## src/rtl/sdio_split_pkg.sv

```systemverilog
// Shared types and constants for the SDIO transfer splitter.
// No dependencies; imported by every module of the block.
package sdio_split_pkg;

  localparam int unsigned FUNC_W   = 3;
  localparam int unsigned ADDR_W   = 17;
  localparam int unsigned COUNT_W  = 20;
  localparam int unsigned BLKCNT_W = 9;
  localparam int unsigned UNIT_W   = 10;

  localparam int unsigned IN_DATA_W  = 48;
  localparam int unsigned OUT_DATA_W = 64;

  localparam int unsigned QUEUE_DEPTH = 2;

  localparam logic [FUNC_W-1:0]   FUNC_BIG_BLOCK = 3'd2;
  localparam logic [UNIT_W-1:0]   BSIZE_BIG      = 10'd512;
  localparam logic [UNIT_W-1:0]   BSIZE_SMALL    = 10'd64;
  localparam logic [BLKCNT_W-1:0] BLOCK_CAP      = 9'd511;

  typedef struct packed {
    logic [FUNC_W-1:0]  func;
    logic               wr;
    logic [ADDR_W-1:0]  addr;
    logic               incr;
    logic [COUNT_W-1:0] count;
    logic               big;
    logic               blk_mode;
  } req_t;

  typedef struct packed {
    logic                wr;
    logic [FUNC_W-1:0]   func;
    logic [ADDR_W-1:0]   addr;
    logic                incr;
    logic [BLKCNT_W-1:0] blocks;
    logic [UNIT_W-1:0]   unit;
    logic [COUNT_W-1:0]  offset;
    logic                last;
  } cmd_t;

endpackage

```

## src/rtl/sdio_split_front.sv

```systemverilog
// Request intake: accepts and classifies requests, queues them for the back end.
// Depends on sdio_split_pkg.
module sdio_split_front #(
  parameter int unsigned QueueDepth = sdio_split_pkg::QUEUE_DEPTH
) (
  input  logic                                clk_i,
  input  logic                                rst_ni,
  input  logic                                s_axis_tvalid,
  output logic                                s_axis_tready,
  input  logic [sdio_split_pkg::IN_DATA_W-1:0] s_axis_tdata,
  output logic                                q_valid_o,
  output sdio_split_pkg::req_t                q_data_o,
  input  logic                                q_pop_i
);
  import sdio_split_pkg::*;

  localparam int unsigned PtrW = (QueueDepth > 1) ? $clog2(QueueDepth) : 1;
  localparam int unsigned CntW = $clog2(QueueDepth + 1);

  req_t             mem_q [QueueDepth];
  logic [PtrW-1:0]  wr_ptr_q, rd_ptr_q;
  logic [CntW-1:0]  cnt_q;
  req_t             req;
  logic [UNIT_W-1:0] bsize;
  logic             push;

  always_comb begin
    req.func     = s_axis_tdata[2:0];
    req.wr       = s_axis_tdata[3];
    req.addr     = s_axis_tdata[20:4];
    req.incr     = s_axis_tdata[21];
    req.count    = s_axis_tdata[41:22];
    req.big      = (req.func == FUNC_BIG_BLOCK);
    bsize        = req.big ? BSIZE_BIG : BSIZE_SMALL;
    req.blk_mode = (req.count > COUNT_W'(bsize));
  end

  assign s_axis_tready = (cnt_q != CntW'(QueueDepth));
  // drop zero-length requests
  assign push      = s_axis_tvalid && s_axis_tready && (req.count != '0);
  assign q_valid_o = (cnt_q != '0);
  assign q_data_o  = mem_q[rd_ptr_q];

  function automatic logic [PtrW-1:0] ptr_inc(input logic [PtrW-1:0] p);
    return (p == PtrW'(QueueDepth - 1)) ? '0 : p + PtrW'(1);
  endfunction

  always_ff @(posedge clk_i or negedge rst_ni) begin
    if (!rst_ni) begin
      wr_ptr_q <= '0;
      rd_ptr_q <= '0;
      cnt_q    <= '0;
    end else begin
      if (push) wr_ptr_q <= ptr_inc(wr_ptr_q);
      if (q_pop_i) rd_ptr_q <= ptr_inc(rd_ptr_q);
      if (push && !q_pop_i) cnt_q <= cnt_q + CntW'(1);
      else if (!push && q_pop_i) cnt_q <= cnt_q - CntW'(1);
    end
  end

  always_ff @(posedge clk_i) begin
    if (push) mem_q[wr_ptr_q] <= req;
  end

endmodule

```

## src/rtl/sdio_split_back.sv

```systemverilog
// Command sequencer: splits one queued request into CMD53-style commands.
// Depends on sdio_split_pkg.
module sdio_split_back (
  input  logic                 clk_i,
  input  logic                 rst_ni,
  input  logic                 q_valid_i,
  input  sdio_split_pkg::req_t q_data_i,
  output logic                 q_pop_o,
  output logic                 cmd_valid_o,
  input  logic                 cmd_ready_i,
  output sdio_split_pkg::cmd_t cmd_o
);
  import sdio_split_pkg::*;

  typedef enum logic {ST_IDLE, ST_RUN} state_e;

  state_e             state_q;
  req_t               req_q;
  logic [COUNT_W-1:0] left_q;
  logic [ADDR_W-1:0]  addr_q;
  logic [COUNT_W-1:0] off_q;
  logic               valid_q;
  cmd_t               cmd_q;

  logic                load_en;
  logic [UNIT_W-1:0]   bsize;
  logic                use_blocks;
  logic [13:0]         raw_blocks;
  logic [BLKCNT_W-1:0] blocks;
  logic [COUNT_W-1:0]  moved;
  cmd_t                next_cmd;

  assign load_en = !valid_q || cmd_ready_i;
  assign q_pop_o = (state_q == ST_IDLE) && q_valid_i;

  always_comb begin
    bsize      = req_q.big ? BSIZE_BIG : BSIZE_SMALL;
    use_blocks = req_q.blk_mode && (left_q >= COUNT_W'(bsize));
    raw_blocks = req_q.big ? {3'd0, left_q[19:9]} : left_q[19:6];
    blocks     = (raw_blocks > 14'(BLOCK_CAP)) ? BLOCK_CAP : raw_blocks[BLKCNT_W-1:0];
    if (use_blocks) begin
      moved = req_q.big ? {2'd0, blocks, 9'd0} : {5'd0, blocks, 6'd0};
    end else begin
      moved = left_q;
    end
    next_cmd.wr     = req_q.wr;
    next_cmd.func   = req_q.func;
    next_cmd.addr   = addr_q;
    next_cmd.incr   = req_q.incr;
    next_cmd.blocks = use_blocks ? blocks : '0;
    next_cmd.unit   = use_blocks ? bsize : left_q[UNIT_W-1:0];
    next_cmd.offset = off_q;
    next_cmd.last   = (moved == left_q);
  end

  always_ff @(posedge clk_i or negedge rst_ni) begin
    if (!rst_ni) begin
      state_q <= ST_IDLE;
      valid_q <= 1'b0;
      req_q   <= '0;
      left_q  <= '0;
      addr_q  <= '0;
      off_q   <= '0;
      cmd_q   <= '0;
    end else begin
      case (state_q)
        ST_IDLE: begin
          if (load_en) valid_q <= 1'b0;
          if (q_valid_i) begin
            req_q   <= q_data_i;
            left_q  <= q_data_i.count;
            addr_q  <= q_data_i.addr;
            off_q   <= '0;
            state_q <= ST_RUN;
          end
        end
        ST_RUN: begin
          if (load_en) begin
            valid_q <= 1'b1;
            cmd_q   <= next_cmd;
            left_q  <= left_q - moved;
            off_q   <= off_q + moved;
            if (req_q.incr) addr_q <= addr_q + moved[ADDR_W-1:0];
            if (next_cmd.last) state_q <= ST_IDLE;
          end
        end
        default: state_q <= ST_IDLE;
      endcase
    end
  end

  assign cmd_valid_o = valid_q;
  assign cmd_o       = cmd_q;

endmodule

```

## src/rtl/sdio_transfer_splitter.sv

```systemverilog
// SDIO transfer splitter top level: request queue front end and command sequencer.
// A request passes the queue, the sequencer request register and the command register.
// Throughput: one command per cycle while the sink is ready, set by the sequencer;
// a request splits into at most 34 commands; the sequencer idles between requests.
// Reset: asynchronous, active low; clears the queue, sequencer state and output valid.
// Depends on sdio_split_pkg, sdio_split_front, sdio_split_back.
module sdio_transfer_splitter #(
  parameter int unsigned QueueDepth = sdio_split_pkg::QUEUE_DEPTH
) (
  input  logic                                 clk_i,
  input  logic                                 rst_ni,
  input  logic                                 s_axis_tvalid,
  output logic                                 s_axis_tready,
  // [2:0] func_num, [3] is_write, [20:4] start_addr, [21] inc_flag,
  // [41:22] byte_count, [47:42] zero
  input  logic [sdio_split_pkg::IN_DATA_W-1:0]  s_axis_tdata,
  output logic                                 m_axis_tvalid,
  input  logic                                 m_axis_tready,
  // [0] cmd_write, [3:1] cmd_func, [20:4] cmd_addr, [21] cmd_incr,
  // [30:22] block_count, [40:31] unit_size, [60:41] buffer_offset, [63:61] zero
  output logic [sdio_split_pkg::OUT_DATA_W-1:0] m_axis_tdata,
  output logic                                 m_axis_tlast
);
  import sdio_split_pkg::*;

  logic q_valid, q_pop;
  req_t q_data;
  cmd_t cmd;

  sdio_split_front #(
    .QueueDepth(QueueDepth)
  ) u_front (
    .clk_i        (clk_i),
    .rst_ni       (rst_ni),
    .s_axis_tvalid(s_axis_tvalid),
    .s_axis_tready(s_axis_tready),
    .s_axis_tdata (s_axis_tdata),
    .q_valid_o    (q_valid),
    .q_data_o     (q_data),
    .q_pop_i      (q_pop)
  );

  sdio_split_back u_back (
    .clk_i      (clk_i),
    .rst_ni     (rst_ni),
    .q_valid_i  (q_valid),
    .q_data_i   (q_data),
    .q_pop_o    (q_pop),
    .cmd_valid_o(m_axis_tvalid),
    .cmd_ready_i(m_axis_tready),
    .cmd_o      (cmd)
  );

  assign m_axis_tdata = {3'd0, cmd.offset, cmd.unit, cmd.blocks, cmd.incr, cmd.addr,
                         cmd.func, cmd.wr};
  assign m_axis_tlast = cmd.last;

  a_block_unit: assert property (@(posedge clk_i) disable iff (!rst_ni)
    m_axis_tvalid && (cmd.blocks != '0) |-> (cmd.unit == BSIZE_BIG) || (cmd.unit == BSIZE_SMALL))
    else $error("block-mode command with bad block size");

  a_unit_nonzero: assert property (@(posedge clk_i) disable iff (!rst_ni)
    m_axis_tvalid |-> (cmd.unit != '0))
    else $error("command with zero unit size");

  a_run_continues: assert property (@(posedge clk_i) disable iff (!rst_ni)
    m_axis_tvalid && m_axis_tready && !m_axis_tlast |=> m_axis_tvalid)
    else $error("command run stalled mid-request");

  a_offset_restart: assert property (@(posedge clk_i) disable iff (!rst_ni)
    m_axis_tvalid && m_axis_tready && m_axis_tlast |=> !m_axis_tvalid || (cmd.offset == '0))
    else $error("new request does not start at buffer offset zero");

endmodule
```

## config.mk

```make
export PLATFORM = sky130hd
export DESIGN_NAME = sdio_transfer_splitter
export DESIGN_NICKNAME = d
export VERILOG_FILES = /design/src/rtl/sdio_split_pkg.sv /design/src/rtl/sdio_split_front.sv /design/src/rtl/sdio_split_back.sv /design/src/rtl/sdio_transfer_splitter.sv
export SDC_FILE = /design/constraint.sdc
export NUM_CORES = 1
export LEC_CHECK = 0
export BUFFER_PORTS_ARGS = -buffer_cell sky130_fd_sc_hd__buf_2
export CORE_MARGIN = 5
export CORE_UTILIZATION = 35
export DETAILED_ROUTE_END_ITERATION = 16
export SYNTH_ARGS = -nofsm -noshare
export SYNTH_HDL_FRONTEND = slang
export SYNTH_SLANG_ARGS = --single-unit
```

## constraint.sdc

```tcl
create_clock -name clk_i -period 5.1 [get_ports clk_i]
set_input_delay 1.02 -clock clk_i [delete_from_list [all_inputs] [get_ports clk_i]]
set_output_delay 1.02 -clock clk_i [all_outputs]
set_load 0.005 [all_outputs]
```

## After elaboration in Yosys (flattened, before gate mapping)

Memories as Yosys holds them, arrays and structs flattened.
Cells that the tools add are included.

- Flip-flop bits (word level): 132
- RAM bits: 88
- Output and inout port bits: 67
- Memories: 1

Memory list:

| memory | words | width | read ports | clocked after memory_dff | wr ports | line | RTL |
|---|---|---|---|---|---|---|---|
| u_front.mem_q | 2 | 44 | 1 | 0 | 1 | sdio_split_front.sv:20 | `req_t mem_q [QueueDepth];` |

- Add/subtract/negate cells: 7
- $lt $le $gt $ge: 3
- Equal/unequal tests: 7
- Multiplexer cells: 31
- Bitwise gates (word level): 1
- Reduce and logical (&&, ||, !) cells: 18

Operator list:

| cell | number |
|---|---|
| 2-to-1 mux 20 bit | 5 |
| one-hot mux 20 bit (2 select lines) | 2 |
| 2-to-1 mux 17 bit | 3 |
| one-hot mux 17 bit (2 select lines) | 1 |
| 2-to-1 mux 10 bit | 3 |
| adder 20 bit | 1 |
| == test 20 bit | 1 |
| >= comparator 20 x 10 -> 1 bit | 1 |
| > comparator 20 x 10 -> 1 bit | 1 |
| nonzero test 20 bit | 1 |
| subtractor 20 bit | 1 |
| 2-to-1 mux 18 bit | 1 |
| 2-to-1 mux 9 bit | 2 |
| adder 17 bit | 1 |
| > comparator 14 x 9 -> 1 bit (second input constant) | 1 |
| 2-to-1 mux 14 bit | 1 |
| 2-to-1 mux 1 bit | 9 |
| AND reduction 2 bit | 4 |
| logical AND 1 bit | 6 |
| inequality test 2 bit (second input constant) | 3 |
| 2-to-1 mux 2 bit | 2 |
| inequality test 2 x 1 -> 1 bit (second input constant) | 2 |
| one-hot mux 1 bit (2 select lines) | 2 |
| nonzero test 2 bit | 2 |
| other kinds (8) | 11 |

## Logic depth before layout (Yosys ltp)

- Depth after elaboration: 9
- Gate-level depth with buffers: 22
- Depth with buffers taken out: 19

## Modules after synthesis

From an unflattened synthesis, not the netlist that was laid out.

- Cells, all modules: 1162
- Area total of the unflattened synthesis: 11677.4 um^2

By module, submodules not included:

| module | instances | cells each | area each (um^2) | sequential area each (um^2) |
|---|---|---|---|---|
| sdio_split_back | 1 | 982 | 8144.1 | 3203.1 |
| sdio_split_front | 1 | 176 | 3507.1 | 2742.6 |
| sdio_transfer_splitter | 1 | 4 | 26.3 | 0.0 |

## Least setup slack after synthesis

Ideal clock, no wire load.

- Path type: register to register
- From: reg u_back.req_q[1] in the netlist's numbering
- To: reg u_back.left_q[19]
- Setup time: 0.126 ns
- Arrival: 4.798 ns
- Required time: 4.974 ns
- Slack: 0.176 ns
- Cell stages (with the launch flop): 23
- Buffers on the path: 3
- Period minus slack after synthesis: 4.924 ns
- Cell sequence: dfrtp_1 -> clkbuf_1 -> inv_1 -> ha_1 -> inv_1 -> o311a_1 -> a31oi_2 -> clkbuf_1 -> and2_1 -> clkbuf_1 -> o21a_1 -> inv_1 -> ha_1 -> o21a_1 -> o21ai_0 -> a21boi_0 -> o2111ai_1 -> nand3_1 -> a41oi_1 -> nor2b_1 -> a211oi_1 -> xnor2_1 -> a311o_1

- Word-level cells in the longest chain between the ends: 8
- Elaborated cells between the ends (all ways): 11
- Classes of those cells: add/sub: 1; order compare: 2; mux: 7; reduce/logical: 1

RTL lines:

| element | line | RTL |
|---|---|---|
| start, declared | sdio_split_back.sv:18 | `req_t req_q;` |
| start signal, assigned | sdio_split_back.sv:70 | `req_q <= q_data_i;` |
| 2-to-1 mux 14 bit | sdio_split_back.sv:39 | `raw_blocks = req_q.big ? {3'd0, left_q[19:9]} : left_q[19:6];` |
| > comparator 14 x 9 -> 1 bit | sdio_split_back.sv:40 | `blocks = (raw_blocks > 14'(BLOCK_CAP)) ? BLOCK_CAP : raw_blocks[BLKCNT_W-1:0];` |
| 2-to-1 mux 9 bit | sdio_split_back.sv:40 |  |
| 2-to-1 mux 18 bit | sdio_split_back.sv:42 | `moved = req_q.big ? {2'd0, blocks, 9'd0} : {5'd0, blocks, 6'd0};` |
| 2-to-1 mux 20 bit * | sdio_split_back.sv:41 | `if (use_blocks) begin` |
| subtractor 20 bit * | sdio_split_back.sv:81 | `left_q <= left_q - moved;` |
| 2-to-1 mux 20 bit * | sdio_split_back.sv:78 | `if (load_en) begin` |
| one-hot mux 20 bit (2 select lines) * | sdio_split_back.sv:66 | `case (state_q)` |
| end signal, assigned | sdio_split_back.sv:71 | `left_q <= q_data_i.count;` |
| end signal, assigned | sdio_split_back.sv:81 |  |
| end, declared | sdio_split_back.sv:19 | `logic [COUNT_W-1:0] left_q;` |

Mark *: on every way between the ends. The rest lies on a longest branch, timed or not. The select of a mux whose other input is x is not followed.
A chain may end at the register's enable or synchronous reset.

## Final worst setup path

- From: reg u_back.left_q[6]
- To: reg u_back.left_q[19]

- Word-level cells in the longest chain between the ends: 8
- Elaborated cells between the ends (all ways): 10
- Classes of those cells: add/sub: 1; order compare: 2; mux: 6; reduce/logical: 1

RTL lines:

| element | line |
|---|---|
| 2-to-1 mux 14 bit | sdio_split_back.sv:39 |
| > comparator 14 x 9 -> 1 bit | sdio_split_back.sv:40 |
| 2-to-1 mux 9 bit | sdio_split_back.sv:40 |
| 2-to-1 mux 18 bit | sdio_split_back.sv:42 |
| 2-to-1 mux 20 bit | sdio_split_back.sv:41 |
| subtractor 20 bit * | sdio_split_back.sv:81 |
| 2-to-1 mux 20 bit * | sdio_split_back.sv:78 |
| one-hot mux 20 bit (2 select lines) * | sdio_split_back.sv:66 |

Marks and branches as above.

==> results.md <==
CTS:
- The clock network latency to the later pin of the worst-skew pair is about 0.54 ns.
- The root buffer cell chosen for the clock tree is sky130_fd_sc_hd__clkbuf_16.
- The number of buffers inserted to repair setup after CTS is 0.
- The number of hold buffers added after CTS was 0.
- CTS built an H-tree with a depth of 1.
- Clock-pin slew was measured on the worst setup and hold paths at 0.06 ns.
- The number of gates resized after CTS was 0.
- Counting along the longest clock path gives a buffer depth of 3.
- In this run, CTS created clock tree buffers numbering 25.
- TritonCTS built the clock tree.
- The CTS sink count is 220.

GRT:
- The all-layer global routing usage is around 16%.
- The largest net degree at the start of global routing is 95.
- The number of global-route vias before repair is slightly above 8000.
- The number of antenna violations at the first check in global routing is 0.
- Global routing finished with a remaining overflow of 0.
- The first global-routing pass estimated ~46000 um of wire.

Synthesis:
- The flop and latch count out of synthesis is 220.
- Counting every instance in the synthesized netlist gives 1144.
- The synthesized design contains between 80 and 90 enable-type register cells.
- The synthesized cell area is 11430 sq um.
- The most used flip-flop cell after synthesis is sky130_fd_sc_hd__dfrtp_1.
- The total of warnings raised by yosys is 0.
- The mean instance size in the synthesized netlist is around 10 sq um.
- The synthesized netlist contains a little over 70 unique library cells.
- By instance count, the leading cell after synthesis is sky130_fd_sc_hd__nand2_1.
- After synthesis, the cell types taking the most area are sky130_fd_sc_hd__dfrtp_1 29%, sky130_fd_sc_hd__edfxtp_1 23%, sky130_fd_sc_hd__nand2_1 6.8%, sky130_fd_sc_hd__ha_1 4.9%, sky130_fd_sc_hd__o21ai_0 3.4%.
- The share of synthesized area occupied by flip-flops and latches is roughly 52%.
- Counting flops with an async set or reset pin after synthesis yields a share of 60.00%.
- Ranked by instance count, the synthesized netlist is headed by 208 x sky130_fd_sc_hd__nand2_1, 132 x sky130_fd_sc_hd__dfrtp_1, 88 x sky130_fd_sc_hd__edfxtp_1, 88 x sky130_fd_sc_hd__nor2_1, 78 x sky130_fd_sc_hd__o21ai_0.
- The cell type with the largest total area after synthesis is sky130_fd_sc_hd__dfrtp_1.
- The area share of the largest cell type after synthesis is between 20 and 30%.

Setup path:
- The critical path goes through inv_1 -> ha_1 -> nor2b_1 -> o311a_1 -> a31oi_4 -> and2_1 -> o21a_1 -> inv_1 -> ha_1 -> o21a_1 -> o21ai_0 -> a21boi_0 -> o2111ai_1 -> nand3_1 -> a41oi_1 -> nor2b_1 -> a211oi_2 -> xnor2_1 -> a311o_1.
- In this design, the largest share of critical-path delay is due to compound AO/OA/AOI/OAI gates.
- Of all nets on the critical path, the largest fanout is 6.
- The data arrival time of the critical path is a little over 5 ns.
- The depth of the critical timing path with buffers and inverters included is 19.
- The slowest stage of the critical path is the sky130_fd_sc_hd__dfrtp_1 cell.
- The setup check on the worst reg-to-reg path leaves a slack of approximately 0.33 ns.
- The largest stage delay on the critical path is approximately 0.44 ns.
- The buffering stage count on the worst path with inverters included is 2.
- The endpoint identified for the worst register-to-register timing path is u_back.left_q[19].
- The type of the setup path with the least slack is flip-flop to flip-flop.
- The depth of the worst register-to-register path is 19.
- The worst setup path endpoint is u_back.left_q[19].
- The worst setup path is launched from a flip-flop.
- The critical path starts at u_back.left_q[6].
- The worst setup path is captured at a flip-flop.
- The required time reported for the critical path endpoint is 5.51 ns.
- The startpoint of the most critical register-to-register path is u_back.left_q[6].

Floorplanning:
- Pin placement for this block handled between 100 and 150 I/O pins.
- The die outline width is 190.7 um.
- The standard-cell row count is 66.
- In this run the vertical extent of the chip is ~190 um.
- The total core area is between 30000 and 40000 sq um.
- The total die area is between 30000 and 40000 sq um.
- The initial core utilization is roughly a third.

STA:
- The final hold slack is around 0.46 ns.
- The maximum operating frequency is ~210 MHz.
- The final setup skew is approximately 0.019 ns.
- At the pin with the least slew margin, the transition time is 1.132 ns.
- The final number of max-transition violations was 0.
- The final count of hold timing violations came to 0.
- In this run the tightest slew margin relative to its limit is between 20% and 30%.
- The final critical path time including I/O delays and setup is 4.773 ns.
- Setup repair after global routing left no endpoint under its margin.
- The final clock period utilization by the worst path is roughly 94%.
- Summed over all failing endpoints, the final setup total negative slack is 0 ns.
- Setup violations remaining at the end of the flow were counted as 0.

Cells and area:
- Cells with a size suffix above 1 make up 17.26% of the layout.
- The area added between synthesis and finish is 16.55%.
- Once layout is complete, the utilization of the core stands at 41.14%.
- After the last flow step, the layout net total stands at between 1000 and 1500.
- The diode insertion count for antenna repair is 0.
- Once layout is complete, the cells apart from fillers number 1705.

Place:
- The count of port buffers added during placement is roughly 110.
- The placed wire-length estimate after detailed placement is 20760 um.
- After detailed placement, the design holds a cell count of approximately 1700.
- The congestion estimate from routability-driven global placement came to about 0.86.

Run status:
- The flow ran to the end, and the final reports show no timing, DRC or antenna violations.

Min path:
- The type of the worst min-delay path is flip-flop to flip-flop.
- The number of cells on the worst hold path is 2.

Power and ir drop:
- For this design the ratio of total power to cell area is roughly 620 nW/um^2.
- The worst voltage drop across the vdd grid is 0.3376 mV.
- For this design the static power due to leakage is 5.860 nW.

Routing:
- Dividing the detail-routed via count by the number of cells gives between 5 and 6.
- After detailed routing, the average wire length per cell comes to between 15 and 20 um.
- The routed design has between 20000 and 30000 um of wire.
- The initial detailed-routing violation count is around 460.
- The total via count in the routed design is approximately 8700.
- After detailed routing, the number of remaining DRC violations is 0.
- The first TritonRoute pass finished after 5 iterations.
- The count of nets left with antenna violations once routing finished came out at 0.

Job:
- Max-cap violations in this run came to 0.
[flip-flops by register name, summed over array words and instances, names as in the netlist]
name / flops
u_back.next_cmd: 5
u_back.addr_q: 17
u_back.left_q: 20
u_back.state_q: 1
u_front.wr_ptr_q: 1
u_back.req_q: 2
u_front.mem_q: 88
u_front.rd_ptr_q: 1
u_back.off_q: 20
u_back.cmd_o: 62
u_back.cmd_valid_o: 1
u_front.cnt_q: 2
[cells in the final DEF (no fill, tap or decap), types with 5 or more instances in the layout]
master,netlist,layout
sky130_fd_sc_hd__xor2_1,10,10
sky130_fd_sc_hd__nand3_1,21,21
sky130_fd_sc_hd__buf_2,1,108
sky130_fd_sc_hd__or2_2,10,10
sky130_fd_sc_hd__ha_1,45,45
sky130_fd_sc_hd__o21bai_1,5,5
sky130_fd_sc_hd__xnor2_1,34,34
sky130_fd_sc_hd__nand2_1,208,207
sky130_fd_sc_hd__nor3_1,15,15
sky130_fd_sc_hd__mux2i_1,36,36
sky130_fd_sc_hd__o21ai_0,78,78
sky130_fd_sc_hd__buf_4,3,21
sky130_fd_sc_hd__edfxtp_1,88,88
sky130_fd_sc_hd__nand4_1,6,6
sky130_fd_sc_hd__a21oi_1,75,75
sky130_fd_sc_hd__nor2b_1,8,8
sky130_fd_sc_hd__o21ai_1,5,5
sky130_fd_sc_hd__o31ai_1,8,8
sky130_fd_sc_hd__o22ai_1,9,9
sky130_fd_sc_hd__inv_1,35,35
sky130_fd_sc_hd__dfrtp_1,132,131
sky130_fd_sc_hd__and2_1,8,6
sky130_fd_sc_hd__nor4_1,5,5
sky130_fd_sc_hd__clkinv_2,0,6
sky130_fd_sc_hd__a31oi_1,12,12
sky130_fd_sc_hd__clkbuf_16,0,25
sky130_fd_sc_hd__a211oi_1,12,11
sky130_fd_sc_hd__nor2_1,88,87
sky130_fd_sc_hd__o21a_1,11,11
sky130_fd_sc_hd__mux2_2,19,19
sky130_fd_sc_hd__a21o_1,25,25
[worst reg2reg max path, cell delays in order, from the launching register on]
cell and delay (ns):
sky130_fd_sc_hd__dfrtp_1 0.44, sky130_fd_sc_hd__inv_1 0.11, sky130_fd_sc_hd__ha_1 0.18, sky130_fd_sc_hd__nor2b_1 0.12, sky130_fd_sc_hd__o311a_1 0.38, sky130_fd_sc_hd__a31oi_4 0.27, sky130_fd_sc_hd__and2_1 0.21, sky130_fd_sc_hd__o21a_1 0.26
sky130_fd_sc_hd__inv_1 0.08, sky130_fd_sc_hd__ha_1 0.37, sky130_fd_sc_hd__o21a_1 0.23, sky130_fd_sc_hd__o21ai_0 0.23, sky130_fd_sc_hd__a21boi_0 0.20, sky130_fd_sc_hd__o2111ai_1 0.28, sky130_fd_sc_hd__nand3_1 0.17, sky130_fd_sc_hd__a41oi_1 0.33
sky130_fd_sc_hd__nor2b_1 0.09, sky130_fd_sc_hd__a211oi_2 0.26, sky130_fd_sc_hd__xnor2_1 0.10, sky130_fd_sc_hd__a311o_1 0.35
[layout make-up]
class                      count  area (sq um)
clock inverter                16         175.2
clock buffer                  29         650.6
tap                          442         553.0
multi-input combinational    833          5150
inverter                      35         131.4
fill                        3224         19050
timing repair buffer         130         709.4
sequential                   220          5947
[per-layer routing]
metal	up-vias	routed length (um)	track usage, %
met5	-	0	0
met3	34	1592	2.252
met1	4123	14230	23.45
met2	229	12760	24.44
met4	0	576	3.177
li1	4298	-	-
[worst min path at each step]
stage / slack [ns] / from / to
6_report: 0.46 / u_back.cmd_o[29] / u_back.cmd_o[29]
5_1_grt: 0.48 / u_back.next_cmd[61] / u_back.cmd_o[61]
4_1_cts: 0.47 / u_back.next_cmd[58] / u_back.cmd_o[58]
3_5_place_dp: 0.46 / u_back.next_cmd[61] / u_back.cmd_o[61]
3_3_place_gp: 0.45 / u_back.cmd_o[29] / u_back.cmd_o[29]
2_1_floorplan: 0.44 / u_back.next_cmd[58] / u_back.cmd_o[58]
[power breakdown]
group          leakage (nW)  switching (W)  internal (W)  total, W
registers              2.45       0.000388       0.00240   0.00279
clock network         0.404       0.000726       0.00107   0.00180
logic                  3.01        0.00211       0.00162   0.00373
total                  5.86        0.00322       0.00509   0.00831
[cell families (layout without fill, tap and decap cells)]
| group | count (synthesis) | count (layout) | share of synthesized area, % |
|---|---|---|---|
| other | 2 | 4 | 0.06573 |
| buffers and inverters | 93 | 210 | 3.230 |
| adders and majority gates | 53 | 53 | 5.672 |
| AOI/OAI and AO/OA | 285 | 285 | 15.81 |
| and+or+nand+nor | 392 | 392 | 14.78 |
| DFF | 220 | 220 | 52.04 |
| xor gates and xnor gates | 44 | 44 | 3.373 |
| muxes | 55 | 55 | 5.026 |
[stage by stage]
step                power [W]  area (sq um)  setup WS, ns
floorplan            0.005489         11430        0.1760
global placement     0.006433         12480        0.3708
detailed placement   0.006508         12480        0.3058
CTS                  0.008351         13300        0.2660
global route         0.008905         13320       0.05082
finish               0.008311         13320        0.3270
(Power assumes the default switching activity.)
